`src/utf16_to_utf8_bounded_encoder_top_defines.svh`:
```
// Assertion helpers shared by the encoder RTL.
`ifndef UTF16_TO_UTF8_BOUNDED_ENCODER_TOP_DEFINES_SVH
`define UTF16_TO_UTF8_BOUNDED_ENCODER_TOP_DEFINES_SVH

`ifndef SYNTH
// prop must hold at every clock edge outside reset
`define U16U8E_ASSERT(lbl, clk, rst, prop, msg) \
  lbl: assert property (@(posedge clk) disable iff (rst) (prop)) else $error(msg);
// expr must never be true outside reset
`define U16U8E_NEVER(lbl, clk, rst, expr, msg) \
  lbl: assert property (@(posedge clk) disable iff (rst) !(expr)) else $error(msg);
`else
`define U16U8E_ASSERT(lbl, clk, rst, prop, msg)
`define U16U8E_NEVER(lbl, clk, rst, expr, msg)
`endif

`endif

```
`src/u16u8e_pkg.sv`:
```
`timescale 1ns / 1ps
`default_nettype none
package u16u8e_pkg;

  localparam int unsigned UNIT_W          = 16;
  localparam int unsigned CFG_W           = 17;
  localparam int unsigned USED_W          = 16;
  localparam int unsigned QUEUE_DEPTH_DEF = 4;

  localparam logic [UNIT_W-1:0] ASCII_LIMIT = 16'h0080;
  localparam logic [UNIT_W-1:0] TWO_LIMIT   = 16'h0800;
  localparam logic [UNIT_W-1:0] HIGH_FIRST  = 16'hD800;
  localparam logic [UNIT_W-1:0] HIGH_LAST   = 16'hDBFF;
  localparam logic [UNIT_W-1:0] LOW_FIRST   = 16'hDC00;
  localparam logic [UNIT_W-1:0] LOW_LAST    = 16'hDFFF;

  localparam logic [7:0] LEAD4_MARK = 8'hF0;
  localparam logic [7:0] LEAD3_MARK = 8'hE0;
  localparam logic [7:0] LEAD2_MARK = 8'hC0;
  localparam logic [7:0] CONT_MARK  = 8'h80;
  localparam logic [7:0] QMARK      = 8'h3F;
  localparam logic [7:0] NUL_BYTE   = 8'h00;

  // One burst of output bytes caused by one code unit; bytes[0] goes first.
  typedef struct packed {
    logic [3:0][7:0] bytes;
    logic [1:0]      last_idx;
    logic            term;
  } job_t;

endpackage
`default_nettype wire

```
`src/u16u8e_front.sv`:
```
`timescale 1ns / 1ps
`default_nettype none
`include "utf16_to_utf8_bounded_encoder_top_defines.svh"
module u16u8e_front
  import u16u8e_pkg::*;
(
  input  logic              clk,
  input  logic              rst,
  input  logic              push,
  output logic              full,
  input  logic [UNIT_W-1:0] code_unit,
  input  logic              cfg_valid,
  output logic              cfg_ready,
  input  logic [CFG_W-1:0]  buffer_bytes,
  output logic              q_push,
  output job_t              q_job,
  input  logic              q_full
);

  logic [USED_W-1:0] cap;
  logic [USED_W-1:0] used, used_next;
  logic [UNIT_W-1:0] pending_high, pending_high_next;
  logic              pending_valid, pending_valid_next;
  logic              stopped, stopped_next;

  logic              accept;
  logic [USED_W:0]   slack;
  logic              is_ascii, is_two, is_high, is_low;
  logic [2:0][7:0]   enc;
  logic [1:0]        enc_n;
  logic              pfx;
  logic [2:0]        total_n;
  logic [4:0]        plane;
  job_t              job;
  logic              job_ok;

  // room left for content; top bit set when the buffer was shrunk under use
  function automatic logic fits(input logic [USED_W:0] sl, input logic [2:0] n);
    fits = !sl[USED_W] && (sl[USED_W-1:0] >= USED_W'(n));
  endfunction

  assign cfg_ready = 1'b1;
  assign full      = q_full;
  assign accept    = push && !q_full;
  assign slack     = {1'b0, cap} - {1'b0, used};

  always_comb begin
    is_ascii = code_unit < ASCII_LIMIT;
    is_two   = !is_ascii && (code_unit < TWO_LIMIT);
    is_high  = code_unit inside {[HIGH_FIRST:HIGH_LAST]};
    is_low   = code_unit inside {[LOW_FIRST:LOW_LAST]};
    enc      = '0;
    enc_n    = 2'd0;
    if (is_ascii) begin
      enc[0] = code_unit[7:0];
      enc_n  = 2'd1;
    end else if (is_two) begin
      enc[0] = LEAD2_MARK | {3'b000, code_unit[10:6]};
      enc[1] = CONT_MARK | {2'b00, code_unit[5:0]};
      enc_n  = 2'd2;
    end else if (is_high) begin
      enc_n  = 2'd0;
    end else if (is_low) begin
      enc[0] = QMARK;
      enc_n  = 2'd1;
    end else begin
      enc[0] = LEAD3_MARK | {4'b0000, code_unit[15:12]};
      enc[1] = CONT_MARK | {2'b00, code_unit[11:6]};
      enc[2] = CONT_MARK | {2'b00, code_unit[5:0]};
      enc_n  = 2'd3;
    end
  end

  always_comb begin
    used_next          = used;
    pending_high_next  = pending_high;
    pending_valid_next = pending_valid;
    stopped_next       = stopped;
    job                = '0;
    job_ok             = 1'b0;
    pfx                = pending_valid;
    total_n            = {2'b00, pfx} + {1'b0, enc_n};
    plane              = {1'b0, pending_high[9:6]} + 5'd1;
    if (accept) begin
      if (code_unit == '0) begin
        // end of string: owed '?' if it fits, then the NUL
        job_ok = 1'b1;
        job.term = 1'b1;
        if (pending_valid && !stopped && fits(slack, 3'd1)) begin
          job.bytes[0] = QMARK;
          job.bytes[1] = NUL_BYTE;
          job.last_idx = 2'd1;
        end else begin
          job.bytes[0] = NUL_BYTE;
          job.last_idx = 2'd0;
        end
        used_next          = '0;
        pending_valid_next = 1'b0;
        stopped_next       = 1'b0;
      end else if (!stopped) begin
        pending_valid_next = 1'b0;
        if (pending_valid && is_low) begin
          if (fits(slack, 3'd4)) begin
            job_ok       = 1'b1;
            job.bytes[0] = LEAD4_MARK | {5'b00000, plane[4:2]};
            job.bytes[1] = CONT_MARK | {2'b00, plane[1:0], pending_high[5:2]};
            job.bytes[2] = CONT_MARK | {2'b00, pending_high[1:0], code_unit[9:6]};
            job.bytes[3] = CONT_MARK | {2'b00, code_unit[5:0]};
            job.last_idx = 2'd3;
            used_next    = used + USED_W'(4);
          end else begin
            stopped_next = 1'b1;
          end
        end else if (pfx && !fits(slack, 3'd1)) begin
          stopped_next = 1'b1;
        end else if (is_high) begin
          pending_valid_next = 1'b1;
          pending_high_next  = code_unit;
          if (pfx) begin
            job_ok       = 1'b1;
            job.bytes[0] = QMARK;
            job.last_idx = 2'd0;
            used_next    = used + USED_W'(1);
          end
        end else if (fits(slack, total_n)) begin
          job_ok       = 1'b1;
          job.bytes    = pfx ? {enc, QMARK} : {NUL_BYTE, enc};
          job.last_idx = 2'(total_n - 3'd1);
          used_next    = used + USED_W'(total_n);
        end else begin
          // character does not fit; the broken-pair '?' still goes out
          stopped_next = 1'b1;
          if (pfx) begin
            job_ok       = 1'b1;
            job.bytes[0] = QMARK;
            job.last_idx = 2'd0;
            used_next    = used + USED_W'(1);
          end
        end
      end
    end
  end

  assign q_push = accept && job_ok;
  assign q_job  = job;

  always_ff @(posedge clk) begin
    if (rst) begin
      cap           <= USED_W'(255);
      used          <= '0;
      pending_valid <= 1'b0;
      stopped       <= 1'b0;
    end else begin
      if (cfg_valid) begin
        if (buffer_bytes[CFG_W-1]) begin
          cap <= '1;
        end else if (buffer_bytes == '0) begin
          cap <= '0;
        end else begin
          cap <= buffer_bytes[USED_W-1:0] - USED_W'(1);
        end
      end
      used          <= used_next;
      pending_valid <= pending_valid_next;
      stopped       <= stopped_next;
    end
  end

  always_ff @(posedge clk) begin
    pending_high <= pending_high_next;
  end

  `U16U8E_ASSERT(a_stop_clears_pending, clk, rst, stopped |-> !pending_valid, "pending while stopped")

endmodule
`default_nettype wire

```
`src/u16u8e_queue.sv`:
```
`timescale 1ns / 1ps
`default_nettype none
`include "utf16_to_utf8_bounded_encoder_top_defines.svh"
module u16u8e_queue
  import u16u8e_pkg::*;
#(
  parameter int unsigned DEPTH = QUEUE_DEPTH_DEF
) (
  input  logic clk,
  input  logic rst,
  input  logic push,
  input  job_t wr_job,
  output logic full,
  input  logic pop,
  output job_t head,
  output logic empty
);

  localparam int unsigned PW = (DEPTH > 1) ? $clog2(DEPTH) : 1;
  localparam int unsigned CW = $clog2(DEPTH + 1);

  job_t          slots [DEPTH];
  logic [PW-1:0] wr_ptr, rd_ptr;
  logic [CW-1:0] count;

  function automatic logic [PW-1:0] bump(input logic [PW-1:0] p);
    bump = (p == PW'(DEPTH - 1)) ? '0 : p + PW'(1);
  endfunction

  assign full  = (count == CW'(DEPTH));
  assign empty = (count == '0);
  assign head  = slots[rd_ptr];

  always_ff @(posedge clk) begin
    if (push) begin
      slots[wr_ptr] <= wr_job;
    end
  end

  always_ff @(posedge clk) begin
    if (rst) begin
      wr_ptr <= '0;
      rd_ptr <= '0;
      count  <= '0;
    end else begin
      if (push) begin
        wr_ptr <= bump(wr_ptr);
      end
      if (pop) begin
        rd_ptr <= bump(rd_ptr);
      end
      if (push && !pop) begin
        count <= count + CW'(1);
      end else if (pop && !push) begin
        count <= count - CW'(1);
      end
    end
  end

  `U16U8E_NEVER(a_q_overflow, clk, rst, push && full && !pop, "job queue overflow")
  `U16U8E_NEVER(a_q_underflow, clk, rst, pop && empty, "job queue underflow")

endmodule
`default_nettype wire

```
`src/u16u8e_back.sv`:
```
`timescale 1ns / 1ps
`default_nettype none
`include "utf16_to_utf8_bounded_encoder_top_defines.svh"
module u16u8e_back
  import u16u8e_pkg::*;
(
  input  logic       clk,
  input  logic       rst,
  input  logic       q_empty,
  input  job_t       q_head,
  output logic       q_pop,
  output logic       empty,
  input  logic       pop,
  output logic [7:0] out_byte,
  output logic       last_in_run,
  output logic       is_terminator
);

  logic [1:0] idx;
  logic       out_valid;
  logic       advance;
  logic       at_last;

  // next byte loads when the output slot is free or being drained this edge
  assign advance = !q_empty && (!out_valid || pop);
  assign at_last = (idx == q_head.last_idx);
  assign q_pop   = advance && at_last;
  assign empty   = !out_valid;

  always_ff @(posedge clk) begin
    if (rst) begin
      idx       <= '0;
      out_valid <= 1'b0;
    end else begin
      if (advance) begin
        out_valid <= 1'b1;
        idx       <= at_last ? 2'd0 : idx + 2'd1;
      end else if (pop) begin
        out_valid <= 1'b0;
      end
    end
  end

  always_ff @(posedge clk) begin
    if (advance) begin
      out_byte      <= q_head.bytes[idx];
      last_in_run   <= at_last;
      is_terminator <= at_last && q_head.term;
    end
  end

  `U16U8E_ASSERT(a_idx_in_job, clk, rst, !q_empty |-> (idx <= q_head.last_idx), "byte index past job")
  `U16U8E_ASSERT(a_term_is_nul, clk, rst, (out_valid && is_terminator) |-> (out_byte == NUL_BYTE && last_in_run), "bad terminator")

endmodule
`default_nettype wire

```
`src/utf16_to_utf8_bounded_encoder_top.sv`:
```
// UTF-16 to UTF-8 encoder with a bounded output. Code units enter on push/full
// and UTF-8 bytes leave on empty/pop, one byte per beat; last_in_run marks the
// final byte caused by a unit and is_terminator the NUL that a zero unit emits.
// A unit is taken every cycle while the job queue has room; each unit makes
// 0 to 4 output bytes, so with pop held high and jobs queued the
// sustained rate is one byte per cycle, set by the single-byte output register.
// A unit's job is queued when taken and its first byte then goes to the output
// register. The limit buffer_bytes counts the closing NUL and may be written at
// any idle time; cfg_ready is always high. There is no clearing pass after reset.
`timescale 1ns / 1ps
`default_nettype none
module utf16_to_utf8_bounded_encoder_top
  import u16u8e_pkg::*;
#(
  parameter int unsigned QUEUE_DEPTH = QUEUE_DEPTH_DEF  // jobs buffered front to back
) (
  input  logic              clk,
  input  logic              rst,
  // code unit input
  input  logic              push,
  output logic              full,
  input  logic [UNIT_W-1:0] code_unit,
  // byte output
  output logic              empty,
  input  logic              pop,
  output logic [7:0]        out_byte,
  output logic              last_in_run,
  output logic              is_terminator,
  // buffer size register
  input  logic              cfg_valid,
  output logic              cfg_ready,
  input  logic [CFG_W-1:0]  buffer_bytes
);

  // front -> queue
  logic q_push;
  job_t q_wr_job;
  logic q_full;
  // queue -> back
  logic q_pop;
  job_t q_head;
  logic q_empty;

  // Front: classifies each unit, tracks the surrogate and fill state, and
  // turns the unit into at most one job of up to four bytes.
  u16u8e_front u_front (
    .clk          (clk),
    .rst          (rst),
    .push         (push),
    .full         (full),
    .code_unit    (code_unit),
    .cfg_valid    (cfg_valid),
    .cfg_ready    (cfg_ready),
    .buffer_bytes (buffer_bytes),
    .q_push       (q_push),
    .q_job        (q_wr_job),
    .q_full       (q_full)
  );

  // Short job queue so a stalled consumer does not stop the front at once.
  u16u8e_queue #(
    .DEPTH (QUEUE_DEPTH)
  ) u_queue (
    .clk    (clk),
    .rst    (rst),
    .push   (q_push),
    .wr_job (q_wr_job),
    .full   (q_full),
    .pop    (q_pop),
    .head   (q_head),
    .empty  (q_empty)
  );

  // Back: walks the head job one byte per beat into the output register.
  u16u8e_back u_back (
    .clk           (clk),
    .rst           (rst),
    .q_empty       (q_empty),
    .q_head        (q_head),
    .q_pop         (q_pop),
    .empty         (empty),
    .pop           (pop),
    .out_byte      (out_byte),
    .last_in_run   (last_in_run),
    .is_terminator (is_terminator)
  );

endmodule
`default_nettype wire

```
`config.mk`:
```
export PLATFORM = sky130hd
export DESIGN_NAME = utf16_to_utf8_bounded_encoder_top
export DESIGN_NICKNAME = d
export VERILOG_FILES = /design/src/u16u8e_pkg.sv /design/src/u16u8e_front.sv /design/src/u16u8e_queue.sv /design/src/u16u8e_back.sv /design/src/utf16_to_utf8_bounded_encoder_top.sv
export VERILOG_INCLUDE_DIRS = /design/src /design/src/src
export SDC_FILE = /design/constraint.sdc
export NUM_CORES = 1
export LEC_CHECK = 0
export BUFFER_PORTS_ARGS = -buffer_cell sky130_fd_sc_hd__buf_2
export CAP_MARGIN = 10
export CORE_MARGIN = 5
export CORE_UTILIZATION = 28
export CTS_BUF_LIST = sky130_fd_sc_hd__clkbuf_16
export DETAILED_ROUTE_END_ITERATION = 10
export MAX_ROUTING_LAYER = met4
export PLACE_DENSITY = 0.46
export RECOVER_POWER = 25
export SETUP_SLACK_MARGIN = 0.2
export SYNTH_ARGS = -nofsm -noshare
export SYNTH_HDL_FRONTEND = slang
export SYNTH_SLANG_ARGS = --single-unit
```
`constraint.sdc`:
```
create_clock -name clk -period 6.6 [get_ports clk]
set_input_delay 0.33 -clock clk [delete_from_list [all_inputs] [get_ports clk]]
set_output_delay 0.33 -clock clk [all_outputs]
set_load 0.02 [all_outputs]
```
==> run metrics <==
distinct cell type count after synthesis=79; global-route wire length before repair=41800 µm; all-layer global routing usage=0.132; DP Worst Slack=around 1.6 ns; placed instance count=1381; CTS clk-pin slew, worst paths=0.07 ns; DR vias=7253; Fillers=3656; Initial Util=0.285; post-synth top area share=0.437; hold buffer count at cts=0; setup violators final=0; warnings from Yosys=0; most used cell, CP=a21oi_1; Syn Nets=just under 1000; I/O Buffers=49; Fin Setup TNS=0 ns; Final min period=about 5.4 ns; Max-cap violations=1; core footprint=36700 µm²; TritonRoute pass-1 iters=5; mapped cell area=about 10000 µm²; average cell area after synthesis=11.6 µm²; total congestion overflow=0; TritonCTS clock tree=done; Peak VDD IR=around 0.19 mV; met2 wire len=12900 µm; met3 WL=787 µm; nets=1007; area occupied by multi-input gates=4610 µm²; r2r endpoint=u_queue.count[2]; Setup crit end=u_queue.count[2]; vias in the first global route=7228; top_reg_cell synth=edfxtp_1; synth-to-layout area growth=12.0%; Slew Viols, Final=34; routed len/inst=~19 µm; CP arrival=5.73 ns; Antenna Cells=0; commonest non-fill, non-tap cell in the layout=edfxtp_1; remaining antenna violation count=0; top cells by area, synth=edfxtp_1, dfxtp_1, mux4_2, ha_1, nor2_1; Setup Skew=0.0169 ns; CP Class=flip-flop to flip-flop; leading cell types in the layout, fill and taps excluded=edfxtp_1, nor2_1, a21oi_1; largest net degree at the start of global routing=39; WP buf/inv=2; final std cells w/o fill=1413; Critical Path Start=u_front.used[0]; CP delay by family, top=compound AO/OA/AOI/OAI gates; flops & latches, synth=198; layout cells sized above 1=0.143; I/O pins=51; DRT iter0 DRCs=653; CTS H-tree lvls=4; unrepaired setup endpoints after global routing=false; highest clock rate=0.186 GHz; crit path launch type=flip-flop; WL met1=12200 µm; Die Width=203 µm; CTS Buffer Depth=2; CP Capture Type=flip-flop; CP required=6.95 ns; row cnt=70; critical register-to-register path startpoint=u_front.used[0]; status=complete, but fails checks; final worst-path cycle share=0.815; fraction of registers with async set/reset=0; Critical-path top delay cell=a41oi_1; Finished Core Util=0.319; Post-CTS Setup Bufs=0; Clock Sinks=198; final hold violations=0; R2R setup slack=between 1 and 1.5 ns; failing checks=capacitance limit, slew limit; DRC=0; reg2reg path depth=18; top routing layer in use=met4; clk_lat worst skew=0.44 ns; cells along the critical path=ha_1 -> inv_1 -> fa_1 -> a21oi_1 -> o211ai_1 -> a21oi_1 -> o21ai_1 -> o2bb2ai_1 -> nor2_1 -> a41oi_1 -> a31o_2 -> o21a_1 -> ha_1 -> inv_1 -> fa_1 -> xor2_1 -> or3_1 -> a21oi_1; total wire length=roughly 27000 µm; PwrDens=approximately 300 nW/µm²; RD Place Congestion=0.851; clk root buf=clkbuf_16; Die Height=203 µm; Worst slew margin=-0.922; post-DR vias/cell=5.13; Worst Hold Class=input port to flip-flop; worst slew pin tran=2.88 ns; register area share after synthesis=0.525; setup ws final=1.22 ns; die area=approximately 41000 µm²; worst stage delay on the critical path=0.97 ns; cell taking the most area after synthesis=edfxtp_1; Post-CTS Resized=0; initial antenna violation count=0; leakage=0.00393 µW; Post-DP HPWL=18500 µm; crit path max fanout=11; EDFF count, synth=152; Synth Instances=between 900 and 1000; cell depth of the worst setup path=18; CTS Buf Count=17; Seq. cell area=5490 µm²
==> cells in the mapped netlist (5+ instances only) <==
cell,instances
inv_1,39
and2_1,17
a211oi_1,10
dfxtp_1,46
o21ai_1,5
xnor2_1,13
a31oi_1,7
nor4_1,6
ha_1,34
nor2b_1,5
nand2_1,55
xor2_1,13
or2_2,9
mux4_2,40
nor3_1,23
o211ai_1,9
buf_2,8
a21o_1,9
nand2b_1,9
o21ai_0,33
or3_1,10
nand3_1,24
a21oi_1,70
nand4_1,10
edfxtp_1,152
nor2_1,95
mux2i_1,7
clkbuf_1,33
o21a_1,6
a22oi_1,20
==> stage by stage <==
| stage | total power, µW | cell area (µm²) | hold slack (ns) |
|---|---|---|---|
| 2_1_floorplan | 2280 | 10500 | 0.429 |
| 3_3_place_gp | 2540 | 11200 | 0.460 |
| 3_5_place_dp | 2540 | 11200 | 0.474 |
| 4_1_cts | 3610 | 11800 | 0.170 |
| 5_1_grt | 3740 | 11700 | 0.215 |
| 6_report | 3550 | 11700 | 0.191 |
==> report_power, final <==
part / internal [µW] / switching, µW
clock network: 514 / 549
logic: 383 / 516
registers: 1510 / 77.4
total: 2400 / 1140
==> flip-flops by register name (all words and copies together) (netlist names), 2 cells and up, named ones only <==
name                  flops
u_queue.slots           132
u_front.cap              16
u_front.used             16
u_front.pending_high     10
u_back.out_byte           8
u_queue.count             3
u_back.idx                2
u_queue.rd_ptr            2
u_queue.wr_ptr            2
==> final cells by class <==
type,count,area share
Clock buffer,17,0.0364
Clock inverter,15,0.0148
Multi-Input combinational cell,618,0.394
Tap cell,468,0.0500
Inverter,39,0.0125
Sequential cell,198,0.469
Timing Repair Buffer,58,0.0236
==> worst min path at each step <==
stage,slack [ns],end,from,depth (start not counted)
detailed placement,0.47,u_back.out_valid,u_back.out_valid,2
global route,0.22,u_back.out_valid,pop,4
CTS,0.17,u_front.pending_high[5],code_unit[5],1
finish,0.19,u_back.out_valid,pop,4
floorplan,0.43,u_front.pending_high[0],code_unit[0],0
global placement,0.46,u_back.out_valid,u_back.out_valid,2
==> layer usage <==
metal  vias up  GRT usage
li1       3480          -
met1      3569      0.173
met2       162      0.214
met3        42     0.0194
met4         0     0.0381
met5         -          -
==> kinds of logic (layout without fill, tap and decap cells) <==
| kind of cell | count (synthesis) | after routing | synth area share |
|---|---|---|---|
| flops | 198 | 198 | 0.525 |
| other cells | 1 | 1 | 0.000359 |
| mux | 48 | 48 | 0.0940 |
| fa+ha+maj | 37 | 37 | 0.0465 |
| buf+inv | 86 | 129 | 0.0329 |
| compound gates | 216 | 216 | 0.139 |
| xor+xnor | 26 | 26 | 0.0218 |
| simple gates | 290 | 290 | 0.141 |
==> worst reg2reg max path: stages (launching register included) <==
cell	delay, ns
dfxtp_1	0.48
ha_1	0.22
inv_1	0.05
fa_1	0.39
a21oi_1	0.20
o211ai_1	0.18
a21oi_1	0.26
o21ai_1	0.13
o2bb2ai_1	0.33
nor2_1	0.08
a41oi_1	0.97
a31o_2	0.38
o21a_1	0.29
ha_1	0.23
inv_1	0.07
fa_1	0.42
xor2_1	0.17
or3_1	0.30
a21oi_1	0.14
Note: power is estimated with default switching activity, not from simulation.
